**config.mk**
```make
export PLATFORM = sky130hd
export DESIGN_NAME = rvm_queue
export DESIGN_NICKNAME = d
export VERILOG_FILES = /design/src/rvm_pkg.sv /design/src/rvm_queue.sv
export SDC_FILE = /design/constraint.sdc
export NUM_CORES = 1
export LEC_CHECK = 0
export ABC_AREA = 1
export BUFFER_PORTS_ARGS = -buffer_cell sky130_fd_sc_hd__buf_4
export CORE_UTILIZATION = 56
export CTS_CLUSTER_DIAMETER = 120
export CTS_CLUSTER_SIZE = 25
export DETAILED_ROUTE_END_ITERATION = 6
export PLACE_DENSITY = 0.93
export SLEW_MARGIN = 20
export SYNTH_ARGS = -nofsm -noshare
export SYNTH_HDL_FRONTEND = slang
export SYNTH_SLANG_ARGS = --single-unit
```
**constraint.sdc**
```tcl
create_clock -name aclk -period 16.91 [get_ports aclk]
set_input_delay 3.382 -clock aclk [delete_from_list [all_inputs] [get_ports aclk]]
set_output_delay 3.382 -clock aclk [all_outputs]
set_load 0.02 [all_outputs]
```
**src/rvm_pkg.sv**
```systemverilog
`default_nettype none
package rvm_pkg;

    // fixed machine shape
    localparam int REGS      = 16;
    localparam int TEMP_BASE = 16;
    localparam int Q_DEPTH   = 2;

    // defaults for the sizing parameters of the top level
    localparam int DEF_TEMPS_PER_FRAME = 16;
    localparam int DEF_FRAMES          = 16;
    localparam int DEF_PARAM_DEPTH     = 64;
    localparam int DEF_DATA_WORDS      = 256;

    // stream payload widths
    localparam int S_TDATA_W = 104;
    localparam int S_TUSER_W = 5;
    localparam int M_TDATA_W = 88;

    // commands
    localparam logic [4:0] CMD_NOP     = 5'd0;
    localparam logic [4:0] CMD_STO     = 5'd1;
    localparam logic [4:0] CMD_STI     = 5'd2;
    localparam logic [4:0] CMD_STP     = 5'd3;
    localparam logic [4:0] CMD_STM     = 5'd4;
    localparam logic [4:0] CMD_STD     = 5'd5;
    localparam logic [4:0] CMD_ADD     = 5'd6;
    localparam logic [4:0] CMD_SUB     = 5'd7;
    localparam logic [4:0] CMD_INC     = 5'd8;
    localparam logic [4:0] CMD_DEC     = 5'd9;
    localparam logic [4:0] CMD_MUL     = 5'd10;
    localparam logic [4:0] CMD_DIV     = 5'd11;
    localparam logic [4:0] CMD_EQU     = 5'd12;
    localparam logic [4:0] CMD_NEQ     = 5'd13;
    localparam logic [4:0] CMD_LTH     = 5'd14;
    localparam logic [4:0] CMD_LEQ     = 5'd15;
    localparam logic [4:0] CMD_GTH     = 5'd16;
    localparam logic [4:0] CMD_GEQ     = 5'd17;
    localparam logic [4:0] CMD_PSH     = 5'd18;
    localparam logic [4:0] CMD_POP     = 5'd19;
    localparam logic [4:0] CMD_JMP     = 5'd20;
    localparam logic [4:0] CMD_JPZ     = 5'd21;
    localparam logic [4:0] CMD_JNZ     = 5'd22;
    localparam logic [4:0] CMD_CLL     = 5'd23;
    localparam logic [4:0] CMD_ALT     = 5'd24;
    localparam logic [4:0] CMD_CLX     = 5'd25;
    localparam logic [4:0] CMD_RET     = 5'd26;
    localparam logic [4:0] CMD_START   = 5'd27;
    localparam logic [4:0] CMD_ARG     = 5'd28;
    localparam logic [4:0] CMD_PRELOAD = 5'd29;

    // status codes
    localparam logic [3:0] ST_RUN   = 4'd0;
    localparam logic [3:0] ST_OK    = 4'd1;
    localparam logic [3:0] ST_OUTP  = 4'd2;
    localparam logic [3:0] ST_TEMP  = 4'd3;
    localparam logic [3:0] ST_DATA  = 4'd4;
    localparam logic [3:0] ST_EMPTY = 4'd5;
    localparam logic [3:0] ST_INV   = 4'd6;
    localparam logic [3:0] ST_NIMP  = 4'd7;
    localparam logic [3:0] ST_DIV0  = 4'd8;
    localparam logic [3:0] ST_OVF   = 4'd9;

    // item classes
    localparam logic [1:0] KIND_INSN    = 2'd0;
    localparam logic [1:0] KIND_START   = 2'd1;
    localparam logic [1:0] KIND_ARG     = 2'd2;
    localparam logic [1:0] KIND_PRELOAD = 2'd3;

    typedef struct packed {
        logic [1:0]  kind;
        logic [4:0]  cmd;
        logic [7:0]  op1;
        logic [7:0]  op2;
        logic [63:0] imm;
        logic [15:0] target;
        logic [7:0]  addr;
        logic        op1_tmp;
        logic        op2_tmp;
        logic [7:0]  t1;
        logic [7:0]  t2;
    } rvm_item_t;

    function automatic int clog2_min1(input int n);
        return (n <= 1) ? 1 : $clog2(n);
    endfunction

endpackage
`default_nettype wire

```
**src/rvm_queue.sv**
```systemverilog
`default_nettype none
module rvm_queue (
    input  wire logic               aclk,
    input  wire logic               aresetn,
    input  wire logic               in_valid,
    output logic                    in_ready,
    input  wire rvm_pkg::rvm_item_t in_item,
    output logic                    out_valid,
    input  wire logic               out_ready,
    output rvm_pkg::rvm_item_t      out_item
);
    import rvm_pkg::*;

    localparam int PW = clog2_min1(Q_DEPTH);
    localparam int CW = $clog2(Q_DEPTH + 1);

    rvm_item_t       entry_reg [Q_DEPTH];
    logic [PW-1:0]   wptr_reg;
    logic [PW-1:0]   rptr_reg;
    logic [CW-1:0]   cnt_reg;
    logic            push;
    logic            pop;

    assign in_ready  = cnt_reg != CW'(Q_DEPTH);
    assign out_valid = cnt_reg != '0;
    assign out_item  = entry_reg[rptr_reg];
    assign push = in_valid && in_ready;
    assign pop  = out_valid && out_ready;

    always_ff @(posedge aclk) begin
        if (!aresetn) begin
            wptr_reg <= '0;
            rptr_reg <= '0;
            cnt_reg  <= '0;
        end else begin
            if (push) begin
                wptr_reg <= (wptr_reg == PW'(Q_DEPTH - 1)) ? '0 : wptr_reg + 1'b1;
            end
            if (pop) begin
                rptr_reg <= (rptr_reg == PW'(Q_DEPTH - 1)) ? '0 : rptr_reg + 1'b1;
            end
            if (push && !pop) begin
                cnt_reg <= cnt_reg + 1'b1;
            end else if (pop && !push) begin
                cnt_reg <= cnt_reg - 1'b1;
            end
        end
        if (push) begin
            entry_reg[wptr_reg] <= in_item;
        end
    end
endmodule
`default_nettype wire

```
==> impl_metrics.ini <==
[run_status]
status = finished clean

[drt]
final_antenna_net_count = 0
wl_per_cell_microns = 20.1
viasPerCell = 5.27
drtPass1Iterations = 5
drt-total-wl_mm = 18.8
drc = 0
drt_iter0_markers = 302
vias = 4929

[cells_and_area]
final_util = 0.731
layout-drive-gt1-share = 0.581
largest_reg_flops = 258
antenna_cells = 0
fin_nets = 842
area_delta_synth_final_pct = 26.9

[worst_setup_path]
cp_max_fo = 66
crit_path_end_kind = output port
crit_type = reg -> out
worstSetupStartpointType = flop
worstPathRequired_ns = 13.53
cp.arrival_ns = 2.91

[clock_tree]
postCtsSetupBuffers = 0
clk_pin_slew_worst_paths_ns = 0.10
clk_latency_ns = 0.47
cts_tree = done
clockBufferDepth = 3
holdBufCountCts = 0
cts_sinks = 263
htree_levels = 1
cts_resized = 0
root_buffer = clkbuf_16
numCtsBuffers = 14

[yosys]
synth_seq_area_share = 0.818
netlist_area_sq_um = 9590
postSynthAreaPerCell_sq_um = 21.9
yosysTopAreaCell = edfxtp_1
yosys_warnings = 0
synth_seq_cells = 263
synth.net_count = 572
post_synth_num_cell_types = 14
ys_top_cells_by_area = edfxtp_1 81%, mux2_2 15%, buf_6 1.5%
synth_top_area_share = 0.808
synthCells = 438

[floorplanning]
core_area_sq_um = 16600
placement_rows = 47
start_util = 0.576
io_pins = 264
die_y_microns = 133
die_area_sq_um = 17700
die_x_microns = 133

[placement]
gp_congestion = 0.772
dp_hpwl_mm = 12.9
portBuffers = 263

[sta]
period_needed_ns = 6.29
setup_violations = 0
fmax_ghz = 0.159
worst_pin_slew_ns = 0.928
max_slew_margin = 0.381
finalCritPeriodShare = 0.372
rsz0062_at_grt = false
hold_viol = 0
skew_ns = 0.0173
finalSetupTns_ns = 0
drv_slew = 0

[grt]
grt_pass1_vias = 5278
grt_pass1_wl_mm = 28.2
antenna_found_initial = 0
grt_overflow = 0
grt_max_degree = 69
track_usage = 0.211

[min_path]
hold_class = reg -> reg

[power_and_ir_drop]
power_per_cell_area_nw_per_um2 = 141
ir_worst_vdd_v = 0.000111
total_power_mw = 1.72
power_leakage_nw = 4.50

[run]
cap_violations = 0
## final timing paths
path | end | slack, ns | startpoint | depth (start not counted)
max reg2reg | entry_reg[0][32] | 14.79 | cnt_reg[0] | 5
min | rptr_reg | 0.52 | rptr_reg | 2
min reg2reg | rptr_reg | 0.52 | rptr_reg | 2
max | out_item[45] | 10.62 | flop | 3
## cell type report
cell class / count / area [sq um]
multi-input cells: 153 / 1580
well taps: 220 / 275
flip-flops and latches: 263 / 7850
clock inverters: 1 / 16.3
fillers: 994 / 4470
repair buffers: 268 / 2010
clock buffers: 23 / 405
inverters: 8 / 30.0
## critical path, cell delays in order (launching register included)
cell	delay (ns)
dfxtp_4	0.93
buf_4	0.77
mux2_2	0.44
buf_4	0.16
## per-layer routing
layer	wire [microns]	part of all wire	track usage	up-vias
met1	6980	0.37	0.245	2410
met3	1320	0.070	0.0437	42
li1	-	-	-	2253
met2	9860	0.52	0.383	224
met5	0	0	0	-
met4	641	0.034	0.0798	0
## report_power, final
part	total (mW)	switching (mW)	internal, mW
clock	0.357	0.189	0.168
combinational	0.500	0.274	0.226
sequential	0.864	0.0399	0.824
total	1.72	0.503	1.22
## Yosys cell counts
cell type,number
nor2_1,8
mux2_2,129
inv_1,8
o21ai_0,2
nand3_1,1
buf_6,13
nand4_1,1
edfxtp_1,258
o21a_1,1
nand2_1,9
ha_1,1
buf_2,1
dfxtp_1,5
a21oi_1,1
## cells in the final DEF (no fill, tap or decap)
cell / instances
a21oi_1: 1
buf_4: 268
clkbuf_1: 8
clkbuf_16: 15
clkinv_8: 1
dfxtp_1: 4
dfxtp_4: 1
edfxtp_1: 258
ha_1: 1
inv_1: 8
mux2_2: 129
nand2_1: 9
nand3_1: 1
nand4_1: 1
nor2_1: 6
nor2_4: 2
o21a_1: 1
o21ai_0: 2
## logic make-up after synthesis
kind of cell	count (synthesis)	share of synthesized area
AOI/OAI and AO/OA	4	0.00235
DFF	263	0.818
buffers and inverters	22	0.0189
and+or+nand+nor	19	0.00783
muxes	129	0.151
adders and majority gates	1	0.00130
## stage by stage
stage | worst slack, ns | cell area [sq um] | instances | hold WS [ns]
finish | 10.62 | 12200 | 936 | 0.518
global route | 10.50 | 12200 | 936 | 0.580
CTS | 10.63 | 12200 | 936 | 0.527
detailed placement | 11.16 | 11700 | 912 | 0.502
global placement | 11.24 | 11700 | 912 | 0.479
floorplan | 7.45 | 9590 | 438 | 0.467
No activity file was read; power rests on OpenSTA's default activity.
