File: config.mk
export PLATFORM = sky130hd
export DESIGN_NAME = rvm_front
export DESIGN_NICKNAME = d
export VERILOG_FILES = /design/src/rvm_pkg.sv /design/src/rvm_front.sv
export SDC_FILE = /design/constraint.sdc
export NUM_CORES = 1
export LEC_CHECK = 0
export BUFFER_PORTS_ARGS = -buffer_cell sky130_fd_sc_hd__buf_2
export CAP_MARGIN = 20
export CORE_ASPECT_RATIO = 0.8
export CORE_MARGIN = 2
export CORE_UTILIZATION = 45
export CTS_BUF_LIST = sky130_fd_sc_hd__clkbuf_4 sky130_fd_sc_hd__clkbuf_8
export DETAILED_ROUTE_END_ITERATION = 10
export PLACE_DENSITY = 0.84
export REMOVE_ABC_BUFFERS = 1
export SETUP_SLACK_MARGIN = 0.05
export SYNTH_ARGS = -nofsm -noshare
export SYNTH_HDL_FRONTEND = slang
export SYNTH_SLANG_ARGS = --single-unit
File: constraint.sdc
create_clock -name aclk -period 12.9 [get_ports aclk]
set_input_delay 2.58 -clock aclk [delete_from_list [all_inputs] [get_ports aclk]]
set_output_delay 2.58 -clock aclk [all_outputs]
set_load 0.02 [all_outputs]
File: src/rvm_pkg.sv
`default_nettype none
package rvm_pkg;

    // fixed machine shape
    localparam int REGS      = 16;
    localparam int TEMP_BASE = 16;
    localparam int Q_DEPTH   = 2;

    // defaults for the sizing parameters of the top level
    localparam int DEF_TEMPS_PER_FRAME = 16;
    localparam int DEF_FRAMES          = 16;
    localparam int DEF_PARAM_DEPTH     = 64;
    localparam int DEF_DATA_WORDS      = 256;

    // stream payload widths
    localparam int S_TDATA_W = 104;
    localparam int S_TUSER_W = 5;
    localparam int M_TDATA_W = 88;

    // commands
    localparam logic [4:0] CMD_NOP     = 5'd0;
    localparam logic [4:0] CMD_STO     = 5'd1;
    localparam logic [4:0] CMD_STI     = 5'd2;
    localparam logic [4:0] CMD_STP     = 5'd3;
    localparam logic [4:0] CMD_STM     = 5'd4;
    localparam logic [4:0] CMD_STD     = 5'd5;
    localparam logic [4:0] CMD_ADD     = 5'd6;
    localparam logic [4:0] CMD_SUB     = 5'd7;
    localparam logic [4:0] CMD_INC     = 5'd8;
    localparam logic [4:0] CMD_DEC     = 5'd9;
    localparam logic [4:0] CMD_MUL     = 5'd10;
    localparam logic [4:0] CMD_DIV     = 5'd11;
    localparam logic [4:0] CMD_EQU     = 5'd12;
    localparam logic [4:0] CMD_NEQ     = 5'd13;
    localparam logic [4:0] CMD_LTH     = 5'd14;
    localparam logic [4:0] CMD_LEQ     = 5'd15;
    localparam logic [4:0] CMD_GTH     = 5'd16;
    localparam logic [4:0] CMD_GEQ     = 5'd17;
    localparam logic [4:0] CMD_PSH     = 5'd18;
    localparam logic [4:0] CMD_POP     = 5'd19;
    localparam logic [4:0] CMD_JMP     = 5'd20;
    localparam logic [4:0] CMD_JPZ     = 5'd21;
    localparam logic [4:0] CMD_JNZ     = 5'd22;
    localparam logic [4:0] CMD_CLL     = 5'd23;
    localparam logic [4:0] CMD_ALT     = 5'd24;
    localparam logic [4:0] CMD_CLX     = 5'd25;
    localparam logic [4:0] CMD_RET     = 5'd26;
    localparam logic [4:0] CMD_START   = 5'd27;
    localparam logic [4:0] CMD_ARG     = 5'd28;
    localparam logic [4:0] CMD_PRELOAD = 5'd29;

    // status codes
    localparam logic [3:0] ST_RUN   = 4'd0;
    localparam logic [3:0] ST_OK    = 4'd1;
    localparam logic [3:0] ST_OUTP  = 4'd2;
    localparam logic [3:0] ST_TEMP  = 4'd3;
    localparam logic [3:0] ST_DATA  = 4'd4;
    localparam logic [3:0] ST_EMPTY = 4'd5;
    localparam logic [3:0] ST_INV   = 4'd6;
    localparam logic [3:0] ST_NIMP  = 4'd7;
    localparam logic [3:0] ST_DIV0  = 4'd8;
    localparam logic [3:0] ST_OVF   = 4'd9;

    // item classes
    localparam logic [1:0] KIND_INSN    = 2'd0;
    localparam logic [1:0] KIND_START   = 2'd1;
    localparam logic [1:0] KIND_ARG     = 2'd2;
    localparam logic [1:0] KIND_PRELOAD = 2'd3;

    typedef struct packed {
        logic [1:0]  kind;
        logic [4:0]  cmd;
        logic [7:0]  op1;
        logic [7:0]  op2;
        logic [63:0] imm;
        logic [15:0] target;
        logic [7:0]  addr;
        logic        op1_tmp;
        logic        op2_tmp;
        logic [7:0]  t1;
        logic [7:0]  t2;
    } rvm_item_t;

    function automatic int clog2_min1(input int n);
        return (n <= 1) ? 1 : $clog2(n);
    endfunction

endpackage
`default_nettype wire

File: src/rvm_front.sv
`default_nettype none
module rvm_front (
    input  wire logic                            aclk,
    input  wire logic                            aresetn,
    input  wire logic                            s_axis_tvalid,
    output logic                                 s_axis_tready,
    input  wire logic [rvm_pkg::S_TDATA_W-1:0]   s_axis_tdata,
    input  wire logic [rvm_pkg::S_TUSER_W-1:0]   s_axis_tuser,
    output logic                                 out_valid,
    input  wire logic                            out_ready,
    output rvm_pkg::rvm_item_t                   out_item
);
    import rvm_pkg::*;

    logic      valid_reg;
    rvm_item_t item_reg;
    rvm_item_t item_next;

    // classify the incoming beat
    always_comb begin
        item_next.cmd    = s_axis_tuser;
        item_next.op1    = s_axis_tdata[7:0];
        item_next.op2    = s_axis_tdata[15:8];
        item_next.imm    = s_axis_tdata[79:16];
        item_next.target = s_axis_tdata[95:80];
        item_next.addr   = s_axis_tdata[103:96];
        item_next.op1_tmp = item_next.op1 >= 8'(TEMP_BASE);
        item_next.op2_tmp = item_next.op2 >= 8'(TEMP_BASE);
        item_next.t1 = item_next.op1 - 8'(TEMP_BASE);
        item_next.t2 = item_next.op2 - 8'(TEMP_BASE);
        unique case (s_axis_tuser)
            CMD_START:   item_next.kind = KIND_START;
            CMD_ARG:     item_next.kind = KIND_ARG;
            CMD_PRELOAD: item_next.kind = KIND_PRELOAD;
            default:     item_next.kind = KIND_INSN;
        endcase
    end

    assign s_axis_tready = !valid_reg || out_ready;
    assign out_valid     = valid_reg;
    assign out_item      = item_reg;

    always_ff @(posedge aclk) begin
        if (!aresetn) begin
            valid_reg <= 1'b0;
        end else if (s_axis_tready) begin
            valid_reg <= s_axis_tvalid;
        end
        if (s_axis_tready && s_axis_tvalid) begin
            item_reg <= item_next;
        end
    end
endmodule
`default_nettype wire

==> results.sh <==
export IMPL_cts_tree="yes"
export IMPL_cpLargestDelayFamily="buffers and inverters"
export IMPL_ir_drop_v=0.000108
export IMPL_cts_max_path_buffers=2
export IMPL_netlist_area_um2=3930
export IMPL_cts_root_buf="clkbuf_8"
export IMPL_post_cts_resized=0
export IMPL_netlist_instances=160
export IMPL_ys_warn_count=0
export IMPL_routedWlPerCell_um=16.2
export IMPL_finalCritPeriodShare=0.432
export IMPL_routed_wl_um=8750
export IMPL_synth_cell_type_count=17
export IMPL_cpMostUsedCell="buf_2"
export IMPL_path_cells="buf_2, nand2b_1, buf_2"
export IMPL_gp_congestion=0.786
export IMPL_tns_ns=0
export IMPL_synth_seq_cells=122
export IMPL_num_io_pins=244
export IMPL_io_buffers=243
export IMPL_grt_pass1_vias=2517
export IMPL_grt_max_degree=66
export IMPL_coreArea_um2=8480
export IMPL_rsz0062_at_grt="no"
export IMPL_die_height_um=87.5
export IMPL_clkSlewWorstSetupHoldPaths_ns=0.07
export IMPL_criticalPathCategory="in2out"
export IMPL_power_share_clock=0.395
export IMPL_viasPerCell=4.59
export IMPL_dp_hpwl_um=6600
export IMPL_setup_viol=0
export IMPL_drt_iter0_markers=85
export IMPL_fin_skew_ns=0.00654
export IMPL_grt_pass1_wl_um=12400
export IMPL_power_density_nw_per_um2=162
export IMPL_worstHoldPathType="reg2reg"
export IMPL_numCtsBuffers=17
export IMPL_clk_latency_ns=0.41
export IMPL_first_pass_iters=4
export IMPL_fp_row_count=30
export IMPL_hold_viol=0
export IMPL_yosysSeqAreaShare=0.931
export IMPL_timing_fmax_mhz=179
export IMPL_maxSlewHeadroom=0.482
export IMPL_postCtsSetupBuffers=0
export IMPL_cts_hold_buffers=0
export IMPL_initial_core_util=0.463
export IMPL_die_area_um2=9490
export IMPL_p_int_uw=707
export IMPL_finalCriticalPeriod_ns=5.57
export IMPL_clkSinkCount=122
export IMPL_die_x_um=108
export IMPL_path_buf_inv=2
export IMPL_antenna_found_initial=0
export IMPL_cts_htree_levels=4
export IMPL_power_frac_seq=0.511
export IMPL_slowest_stage="buf_2"
export IMPL_layout_nets=532
export IMPL_combPwrFrac=0.094
export IMPL_area_growth_pct=44.4
export IMPL_drive_gt1_frac=0.647
export IMPL_final_common_cell="buf_2"
export IMPL_maxCapViolations=0
export IMPL_crit_required_ns=10.32
export IMPL_hold_ws_ns=0.544
export IMPL_swShare=0.231
export IMPL_slew_violations=0
export IMPL_synth_top_area_frac=0.926
export IMPL_final_cell_mix="buf_2, edfxtp_1, clkbuf_8, inv_1"
export IMPL_end_kind="output port"
export IMPL_vias=2477
export IMPL_p_leak_nw=2.46
export IMPL_worstPathArrival_ns=2.99
export IMPL_final_antenna_net_count=0
export IMPL_drc=0
export IMPL_synth_area_leaders="edfxtp_1, buf_4, ha_1"
export IMPL_grt_usage=0.185
export IMPL_slowest_delay_ns=0.17
export IMPL_cp_start_kind="input pin"
export IMPL_antenna_cells=0
export IMPL_p_sw_uw=212
export IMPL_syn_area_per_cell_um2=24.5
export IMPL_worst_slew_pin_slew_ns=0.777
export IMPL_status="finished, final reports clean"
export IMPL_yosysTopAreaCell="edfxtp_1"
export IMPL_path_max_fanout=3
export IMPL_grt_ovfl_total=0
[cell usage after synthesis, drive strengths merged]
library cell	number
a2111o	1
a211o	1
a21boi	1
and2	1
and4b	1
buf	8
dfxtp	1
edfxtp	121
ha	4
inv	8
nand2b	2
nand3	1
nor2	1
nor3	2
nor4	2
xnor2	1
xor2	4
[worst paths after layout]
check / cells after the start / endpoint / start / slack [ns]
worst max-delay path: 3 / s_axis_tready / out_ready / 7.33
worst min-delay path: 2 / out_valid / out_valid / 0.54
worst max register to register: 3 / out_item[31] / out_valid / 10.66
worst min register to register: 2 / out_valid / out_valid / 0.54
[tightest hold or removal path: cells and delay by family (launching register included)]
family | cells | cell delay (ns)
and+or+nand+nor | 1 | 0.10
DFF | 1 | 0.31
AOI/OAI and AO/OA | 1 | 0.09
[state kept, by name, indices dropped and copies added, names as in the netlist]
signal / flops
out_item: 121
out_valid: 1
[metrics by stage]
step	utilization	setup WS, ns	instance area [µm²]	instances	power (mW)
2_1_floorplan	-	6.75	3860	152	0.523
3_3_place_gp	0.617	7.34	5230	508	0.563
3_5_place_dp	0.617	7.33	5230	508	0.566
4_1_cts	0.668	7.33	5670	540	0.930
5_1_grt	0.668	7.29	5670	540	0.953
6_report	0.668	7.33	5670	540	0.920
[final cells by class]
cell class                      instances  area [µm²]
Multi-Input combinational cell         22         184
Clock inverter                         14         195
Inverter                                8        30.0
Fill cell                             625        2820
Timing Repair Buffer                  244        1220
Tap cell                              112         140
Sequential cell                       122        3650
Clock buffer                           18         241
[kinds of logic after synthesis]
family,Yosys count,share of synthesized area
DFF,122,0.931
buffers and inverters,16,0.0230
and+or+nand+nor,10,0.0153
xor gates and xnor gates,5,0.0112
adders and majority gates,4,0.0128
AOI/OAI and AO/OA,3,0.00701
[power groups by stage]
stage                     clock network [mW]  logic, mW  registers (mW)
final                                  0.363     0.0864           0.470
after global routing                   0.388     0.0926           0.473
after floorplan                            0     0.0103           0.513
after CTS                              0.372     0.0873           0.471
after detailed placement                   0     0.0871           0.479
after global placement                     0     0.0849           0.478
[per-layer routing]
metal,share of wire,wire (µm),GRT usage
met4,0.024,211,0.0921
met2,0.52,4580,0.316
met1,0.34,2950,0.194
met3,0.12,1010,0.0893
met5,0,0,0
Power figures use the tool's default switching activity.
